===== config.mk =====
export PLATFORM = sky130hd
export DESIGN_NAME = serial_date_to_civil_datetime_unit
export DESIGN_NICKNAME = d
export VERILOG_FILES = /design/src/rtl/sdcd_pkg.sv /design/src/rtl/serial_date_to_civil_datetime_unit.sv /design/src/rtl/sdcd_date.sv /design/src/rtl/sdcd_time.sv
export SDC_FILE = /design/constraint.sdc
export NUM_CORES = 2
export LEC_CHECK = 0
export BUFFER_PORTS_ARGS = -buffer_cell sky130_fd_sc_hd__buf_2
export CAP_MARGIN = 20
export CORE_MARGIN = 5
export CORE_UTILIZATION = 55
export DETAILED_ROUTE_END_ITERATION = 12
export PLACE_DENSITY_LB_ADDON = 0.15
export SLEW_MARGIN = 20
export SYNTH_ARGS = -nofsm -noshare
export SYNTH_HDL_FRONTEND = slang
export SYNTH_SLANG_ARGS = --single-unit

===== constraint.sdc =====
create_clock -name clk_i -period 39 [get_ports clk_i]
set_clock_uncertainty 0.1 [all_clocks]
set_input_delay 5.85 -clock clk_i [delete_from_list [all_inputs] [get_ports clk_i]]
set_output_delay 5.85 -clock clk_i [all_outputs]
set_load 0.01 [all_outputs]

===== src/rtl/sdcd_pkg.sv =====
// Shared types and constants for the serial date to civil date/time unit.
package sdcd_pkg;

  // Field widths
  localparam int unsigned SerialW = 22;
  localparam int unsigned FracW   = 32;
  localparam int unsigned YearW   = 14;
  localparam int unsigned MonthW  = 4;
  localparam int unsigned DayW    = 5;
  localparam int unsigned HourW   = 5;
  localparam int unsigned MinuteW = 6;
  localparam int unsigned SecondW = 6;

  // Register stages from input item to output register
  localparam int unsigned PipeDepth = 12;

  // Calendar and clock constants
  localparam int unsigned EpochJdn  = 2415019;
  localparam int unsigned MarchBase = 1721119;
  localparam int unsigned JdnOffset = EpochJdn - MarchBase;
  localparam int unsigned Days400y  = 146097;
  localparam int unsigned Days4y    = 1461;
  localparam int unsigned Days5mon  = 153;
  localparam int unsigned SecPerDay = 86400;
  localparam int unsigned SecPerMin = 60;

  typedef struct packed {
    logic [SerialW-1:0] serial_day;
    logic [FracW-1:0]   day_fraction;
  } in_t;

  typedef struct packed {
    logic [YearW-1:0]   year;
    logic [MonthW-1:0]  month;
    logic [DayW-1:0]    day_of_month;
    logic [HourW-1:0]   hour;
    logic [MinuteW-1:0] minute;
    logic [SecondW-1:0] second;
  } out_t;

  typedef struct packed {
    logic [YearW-1:0]  year;
    logic [MonthW-1:0] month;
    logic [DayW-1:0]   day_of_month;
  } date_t;

  typedef struct packed {
    logic [HourW-1:0]   hour;
    logic [MinuteW-1:0] minute;
    logic [SecondW-1:0] second;
  } clock_t;

endpackage


===== src/rtl/serial_date_to_civil_datetime_unit.sv =====
// Top level: serial day and day fraction in, Gregorian date and time of day out.
//
// Each item carries a serial day (day 0 is 1899-12-30, Julian day 2415019)
// and a Q0.32 fraction of the day; the result is year, month, day of month
// and the fraction rounded to whole seconds as hour, minute, second. A
// fraction that rounds to a full day gives hour 24 on the same date. The
// unit takes one item per clock while its output is not stalled and offers
// the results in order. The date path has twelve register stages: the day
// offset, three reciprocal-multiply divisions (century, year, month) of
// three stages each, the month operand step and the day step; the time
// path is padded to match. The whole pipeline holds while the output
// register keeps an item that is stalled, so stall_o follows stall_i
// whenever valid_o is high.
module serial_date_to_civil_datetime_unit import sdcd_pkg::*; (
  input  logic clk_i,
  input  logic rst_ni,
  input  logic valid_i,
  output logic stall_o,
  input  in_t  data_i,
  output logic valid_o,
  input  logic stall_i,
  output out_t data_o
);

  logic                 en;
  logic [PipeDepth-1:0] vld_q;
  date_t                date;
  clock_t               clock;

  // Advance everything unless a finished item is held at the output
  assign en      = !(vld_q[PipeDepth-1] && stall_i);
  assign stall_o = !en;
  assign valid_o = vld_q[PipeDepth-1];

  // Valid bits travel with the items
  always_ff @(posedge clk_i or negedge rst_ni) begin
    if (!rst_ni) begin
      vld_q <= '0;
    end else if (en) begin
      vld_q <= {vld_q[PipeDepth-2:0], valid_i};
    end
  end

  sdcd_date u_date (
    .clk_i        (clk_i),
    .en_i         (en),
    .serial_day_i (data_i.serial_day),
    .date_o       (date)
  );

  sdcd_time u_time (
    .clk_i          (clk_i),
    .en_i           (en),
    .day_fraction_i (data_i.day_fraction),
    .clock_o        (clock)
  );

  // Output item from the two aligned paths
  always_comb begin
    data_o.year         = date.year;
    data_o.month        = date.month;
    data_o.day_of_month = date.day_of_month;
    data_o.hour         = clock.hour;
    data_o.minute       = clock.minute;
    data_o.second       = clock.second;
  end

endmodule


===== src/rtl/sdcd_date.sv =====
// Date path: serial day to Gregorian year, month and day in twelve register stages.
module sdcd_date import sdcd_pkg::*; (
  input  logic               clk_i,
  input  logic               en_i,
  input  logic [SerialW-1:0] serial_day_i,
  output date_t              date_o
);

  // Quotient estimates use floor(2^k / d); the estimate is low by at most one
  localparam logic [22:0] Offset     = 23'(JdnOffset);
  localparam logic [7:0]  RecipCent  = 8'((2**25) / Days400y);
  localparam logic [17:0] D400       = 18'(Days400y);
  localparam logic [7:0]  RecipYr    = 8'((2**18) / Days4y);
  localparam logic [10:0] D4         = 11'(Days4y);
  localparam logic [3:0]  RecipMon   = 4'((2**11) / Days5mon);
  localparam logic [7:0]  D5         = 8'(Days5mon);
  // x / 5 for x below 1024 as (x * 205) >> 10
  localparam logic [14:0] DivFiveMul = 15'd205;

  logic [22:0] t1;
  logic [24:0] a1_d, a1_q;
  logic [32:0] prod2;
  logic [24:0] a2_q;
  logic [7:0]  q2_d, q2_q;
  logic [25:0] sub3;
  logic [18:0] r3_d, r3_q;
  logic [7:0]  q3_q;
  logic [17:0] r4;
  logic [7:0]  cent4_d, cent4_q;
  logic [17:0] b4_d, b4_q;
  logic [25:0] prod5;
  logic [6:0]  yc5_d, yc5_q;
  logic [17:0] b5_q;
  logic [7:0]  cent5_q;
  logic [17:0] sub6;
  logic [11:0] e6_d, e6_q;
  logic [6:0]  yc6_q;
  logic [7:0]  cent6_q;
  logic [10:0] e7;
  logic [10:0] e7_sum;
  logic [8:0]  dd7_d, dd7_q;
  logic [6:0]  yc7_d, yc7_q;
  logic [7:0]  cent7_q;
  logic [10:0] f8_d, f8_q;
  logic [13:0] y8_d, y8_q;
  logic [14:0] prod9;
  logic [3:0]  m9_d, m9_q;
  logic [10:0] f9_q;
  logic [13:0] y9_q;
  logic [10:0] sub10;
  logic [8:0]  g10_d, g10_q;
  logic [3:0]  m10_q;
  logic [13:0] y10_q;
  logic [7:0]  g11_d, g11_q;
  logic [3:0]  m11_d, m11_q;
  logic [13:0] y11_q;
  logic [14:0] dq12;
  date_t       date_d, date_q;

  // Stage 1: shifted day count, 4t - 1
  always_comb begin
    t1   = {1'b0, serial_day_i} + Offset;
    a1_d = {t1, 2'b00} - 25'd1;
  end

  // Stage 2: century estimate
  always_comb begin
    prod2 = 33'(a1_q) * 33'(RecipCent);
    q2_d  = prod2[32:25];
  end

  // Stage 3: remainder against the estimate
  always_comb begin
    sub3 = 26'(q2_q) * 26'(D400);
    r3_d = 19'(26'(a2_q) - sub3);
  end

  // Stage 4: century correction, start of the year step
  always_comb begin
    if (r3_q >= 19'(D400)) begin
      cent4_d = q3_q + 8'd1;
      r4      = 18'(r3_q - 19'(D400));
    end else begin
      cent4_d = q3_q;
      r4      = r3_q[17:0];
    end
    b4_d = {r4[17:2], 2'b11};
  end

  // Stage 5: year-in-century estimate
  always_comb begin
    prod5 = 26'(b4_q) * 26'(RecipYr);
    yc5_d = prod5[24:18];
  end

  // Stage 6: remainder of the year step
  always_comb begin
    sub6 = 18'(yc5_q) * 18'(D4);
    e6_d = 12'(b5_q - sub6);
  end

  // Stage 7: year correction, day of the March-based year
  always_comb begin
    if (e6_q >= 12'(D4)) begin
      yc7_d = yc6_q + 7'd1;
      e7    = 11'(e6_q - 12'(D4));
    end else begin
      yc7_d = yc6_q;
      e7    = e6_q[10:0];
    end
    e7_sum = e7 + 11'd4;
    dd7_d  = e7_sum[10:2];
  end

  // Stage 8: month step operand and March-based year
  always_comb begin
    f8_d = 11'(11'(dd7_q) * 11'd5 - 11'd3);
    y8_d = 14'(cent7_q) * 14'd100 + 14'(yc7_q);
  end

  // Stage 9: month estimate
  always_comb begin
    prod9 = 15'(f8_q) * 15'(RecipMon);
    m9_d  = prod9[14:11];
  end

  // Stage 10: remainder of the month step
  always_comb begin
    sub10 = 11'(m9_q) * 11'(D5);
    g10_d = 9'(f9_q - sub10);
  end

  // Stage 11: month correction
  always_comb begin
    if (g10_q >= 9'(D5)) begin
      m11_d = m10_q + 4'd1;
      g11_d = 8'(g10_q - 9'(D5));
    end else begin
      m11_d = m10_q;
      g11_d = g10_q[7:0];
    end
  end

  // Stage 12: day of month, shift the year start from March to January
  always_comb begin
    dq12                = 15'(g11_q) * DivFiveMul;
    date_d.day_of_month = dq12[14:10] + 5'd1;
    if (m11_q < 4'd10) begin
      date_d.month = m11_q + 4'd3;
      date_d.year  = y11_q;
    end else begin
      date_d.month = m11_q - 4'd9;
      date_d.year  = y11_q + 14'd1;
    end
  end

  // Pipeline registers
  always_ff @(posedge clk_i) begin
    if (en_i) begin
      a1_q    <= a1_d;
      a2_q    <= a1_q;
      q2_q    <= q2_d;
      r3_q    <= r3_d;
      q3_q    <= q2_q;
      cent4_q <= cent4_d;
      b4_q    <= b4_d;
      yc5_q   <= yc5_d;
      b5_q    <= b4_q;
      cent5_q <= cent4_q;
      e6_q    <= e6_d;
      yc6_q   <= yc5_q;
      cent6_q <= cent5_q;
      dd7_q   <= dd7_d;
      yc7_q   <= yc7_d;
      cent7_q <= cent6_q;
      f8_q    <= f8_d;
      y8_q    <= y8_d;
      m9_q    <= m9_d;
      f9_q    <= f8_q;
      y9_q    <= y8_q;
      g10_q   <= g10_d;
      m10_q   <= m9_q;
      y10_q   <= y9_q;
      g11_q   <= g11_d;
      m11_q   <= m11_d;
      y11_q   <= y10_q;
      date_q  <= date_d;
    end
  end

  assign date_o = date_q;

endmodule


===== src/rtl/sdcd_time.sv =====
// Time path: rounded seconds of the day split into hour, minute and second.
module sdcd_time import sdcd_pkg::*; (
  input  logic             clk_i,
  input  logic             en_i,
  input  logic [FracW-1:0] day_fraction_i,
  output clock_t           clock_o
);

  // Stages that compute; the rest is a delay line to line up with the date path
  localparam int unsigned CalcStages = 6;
  localparam int unsigned DlyDepth   = PipeDepth - CalcStages;
  localparam logic [48:0] Half       = 49'(1) << (FracW - 1);
  localparam logic [11:0] RecipMin   = 12'((2**17) / SecPerMin);
  localparam logic [5:0]  RecipHr    = 6'((2**11) / SecPerMin);
  localparam logic [6:0]  Sixty      = 7'(SecPerMin);

  logic [48:0] prod1;
  logic [16:0] s1_d, s1_q;
  logic [28:0] prod2;
  logic [10:0] m2_d, m2_q;
  logic [16:0] s2_q;
  logic [16:0] sub3;
  logic [6:0]  rs3_d, rs3_q;
  logic [10:0] m3_q;
  logic [10:0] mins4_d, mins4_q;
  logic [5:0]  sec4_d, sec4_q;
  logic [16:0] prod5;
  logic [4:0]  h5_d, h5_q;
  logic [10:0] mins5_q;
  logic [5:0]  sec5_q;
  logic [10:0] sub6;
  logic [6:0]  rm6_d, rm6_q;
  logic [4:0]  h6_q;
  logic [5:0]  sec6_q;
  clock_t      clk7_d;
  clock_t      dly_q [DlyDepth];

  // Stage 1: seconds of the day, rounded to nearest with ties up
  always_comb begin
    prod1 = 49'(day_fraction_i) * 49'(SecPerDay) + Half;
    s1_d  = prod1[48:32];
  end

  // Stage 2: minute estimate
  always_comb begin
    prod2 = 29'(s1_q) * 29'(RecipMin);
    m2_d  = prod2[27:17];
  end

  // Stage 3: seconds remainder
  always_comb begin
    sub3  = 17'(m2_q) * 17'(Sixty);
    rs3_d = 7'(s2_q - sub3);
  end

  // Stage 4: minute correction
  always_comb begin
    if (rs3_q >= Sixty) begin
      mins4_d = m3_q + 11'd1;
      sec4_d  = 6'(rs3_q - Sixty);
    end else begin
      mins4_d = m3_q;
      sec4_d  = rs3_q[5:0];
    end
  end

  // Stage 5: hour estimate
  always_comb begin
    prod5 = 17'(mins4_q) * 17'(RecipHr);
    h5_d  = prod5[15:11];
  end

  // Stage 6: minutes remainder
  always_comb begin
    sub6  = 11'(h5_q) * 11'(Sixty);
    rm6_d = 7'(mins5_q - sub6);
  end

  // Hour correction, feeds the delay line
  always_comb begin
    clk7_d.second = sec6_q;
    if (rm6_q >= Sixty) begin
      clk7_d.hour   = h6_q + 5'd1;
      clk7_d.minute = 6'(rm6_q - Sixty);
    end else begin
      clk7_d.hour   = h6_q;
      clk7_d.minute = rm6_q[5:0];
    end
  end

  // Pipeline registers and delay line
  always_ff @(posedge clk_i) begin
    if (en_i) begin
      s1_q    <= s1_d;
      m2_q    <= m2_d;
      s2_q    <= s1_q;
      rs3_q   <= rs3_d;
      m3_q    <= m2_q;
      mins4_q <= mins4_d;
      sec4_q  <= sec4_d;
      h5_q    <= h5_d;
      mins5_q <= mins4_q;
      sec5_q  <= sec4_q;
      rm6_q   <= rm6_d;
      h6_q    <= h5_q;
      sec6_q  <= sec5_q;
      dly_q[0] <= clk7_d;
      for (int i = 1; i < DlyDepth; i++) begin
        dly_q[i] <= dly_q[i-1];
      end
    end
  end

  assign clock_o = dly_q[DlyDepth-1];

endmodule


==> results.cfg <==
[layout]
syn_to_final_growth_pct = 9.38
final_cells = 4204
drive_above_1_share = 0.0736
antenna_cells = 0
layout.nets = 4152

[synth]
synth_fa_ha_area_frac = 0.340
synth_edf_count = 511
syn_area_per_cell_um2 = 12.4
synth_flop_cell = edfxtp_1
ys_ff_latch = 523
synth_commonest_cells = inv_1 (592), ha_1 (585), edfxtp_1 (511)
synth_compound_area_frac = 0.0600
synthSimpleGateAreaFrac = 0.0569
async_flop_share = 0.0229
yosys.area_share.xor_xnor = 0.0654
yosys.area.top_type = edfxtp_1
synth_top_family_by_area = adder cells
synth_fp_nets = 4003
netlist_top_cells_area = edfxtp_1 (40%), ha_1 (19%), fa_1 (15%)
yosysWarnings = 0
synth-seq-area-share = 0.411
synthCells = 3079
ys_types = 80
synth_most_common_cell = inv_1
yosysTopAreaCellShare = 0.403
muxShareOfSynthArea = 0.00605
netlist_area_um2 = 38100

[worst_setup_path]
worstReg2RegStart = u_date.g11_q[2]
path_class = in2out
setup.worst_path.start_class = primary input
cp.required_ns = 33.05
arrival_ns = 6.66
crit_start = stall_i
path_max_fanout = 51
setup.worst_path.end_class = output pin

[clock_tree]
clk_pin_slew_worst_paths_ns = 0.06
cts_setup_buffers = 0
clockBufferDepth = 3
clkSinkCount = 523
cts_root_buf = clkbuf_16
cts-htree-levels = 2
hold_buffers = 0
clk-insertion-delay-late_ns = 0.62
tritoncts = yes
numCtsBuffers = 56
ctsResizeCount = 0

[floorplanning]
die_area_um2 = 74600
die_w_um = 273
initial_core_util = 0.555
io_pins = 100
coreArea_um2 = 68600
row_count = 96
die_y_um = 273

[grt]
busiest_layer = met2
grt_pass1_vias = 23167
use_met2 = 0.307
grt_usage = 0.166
grtUsageMet1 = 0.207
overflow = 0
grt.met3_usage = 0.0223
antenna_found_initial = 0
grt_pass1_wl_um = 105000
grt_start_max_net_pins = 180

[hold_path]
min_path_type = reg2reg
min_from = u_time.sec4_q[4]

[timing]
drv_slew = 0
tightest_slew_ns = 1.03
max_freq_ghz = 0.0793
tns_ns = 0
hold_viol_final = 0
period_share = 0.323
setup_viol = 0
period_minus_slack_ns = 12.61
rsz0062_at_grt = no
slew_headroom = 0.312

[status]
status = completed

[placed_design]
io_buffer_count = 99
dp_hpwl_um = 47900
place_inst = 4101
gp_congestion = 0.851

[drt]
drt_first_pass_iters = 8
drtIter0Drc = 874
wire_per_inst_um = 14.3
routed_wl_um = 60000
final_antenna_net_count = 0
via_per_inst = 5.12
vias = 21540
drc = 0

[run]
maxCapViolCount = 0
through the flow:
step,area (um2),util,worst slack [ns],hold slack (ns)
floorplan,38100,-,11.66,0.300
finish,41600,0.607,26.39,0.291
global placement,39700,0.579,26.36,0.300
CTS,41600,0.607,26.36,0.280
detailed placement,39700,0.579,26.36,0.305
global route,41600,0.607,26.30,0.293
per-layer routing:
layer  wire length (um)  up-vias
met5                  0        -
met4               1330        0
met3               1680      105
met2              31500      236
met1              25500    10409
li1                   -    10790
cell families after synthesis:
kind of cell,after synthesis
adders and majority gates,867
xor gates and xnor gates,284
AOI/OAI and AO/OA,347
DFF,523
muxes,21
buffers and inverters,606
and+or+nand+nor,431
flip-flops by register name, indices dropped and copies added (netlist names), 10 cells and up:
| signal | flops |
|---|---|
| u_time.m2_q | 11 |
| u_date.y10_q | 14 |
| u_date.y9_q | 14 |
| u_time.dly_q | 102 |
| u_date.b4_q | 16 |
| u_date.f8_q | 11 |
| vld_q | 12 |
| u_date.date_o | 23 |
| u_time.s1_q | 17 |
| u_date.r3_q | 19 |
| u_date.a2_q | 17 |
| u_date.b5_q | 10 |
| u_date.e6_q | 12 |
| u_date.y8_q | 14 |
| u_date.a1_q | 23 |
| u_time.mins4_q | 11 |
| u_date.y11_q | 14 |
| u_time.m3_q | 11 |
worst paths after layout:
kind / to / slack (ns) / depth (start not counted)
max: stall_o / 26.39 / 4
min: u_time.sec5_q[4] / 0.29 / 0
max reg2reg: u_date.date_o[4] / 33.50 / 22
min reg2reg: u_time.sec5_q[4] / 0.29 / 0
max in group asynchronous: vld_q[8] / 33.59 / 1
min in group asynchronous: vld_q[2] / 4.99 / 1
cell type report:
type                            instances  area, um2
Timing Repair Buffer                  105        553
Multi-Input combinational cell       1950      20100
Sequential cell                       523      15600
Tap cell                              931       1160
Inverter                              592       2220
Fill cell                            5398      27000
Clock inverter                         31        319
Clock buffer                           72       1590
cells in the final DEF (no fill, tap or decap), types with 27 or more instances in the layout:
master / count
inv_1: 592
ha_1: 585
edfxtp_1: 511
fa_1: 281
xnor2_1: 204
nand2_1: 113
buf_2: 99
nor2_1: 94
a21oi_1: 93
xor2_1: 80
o21ai_0: 68
clkbuf_16: 61
a21o_1: 58
nor3_1: 46
nand3_1: 31
nand4_1: 27
worst max-delay path, stage by stage:
cell	delay [ns]
buf_2	0.11
nand2_4	0.45
inv_1	0.08
buf_2	0.16
Power is not shown: default switching activity piles up to over one toggle a cycle in this logic, so the estimate is an artifact.
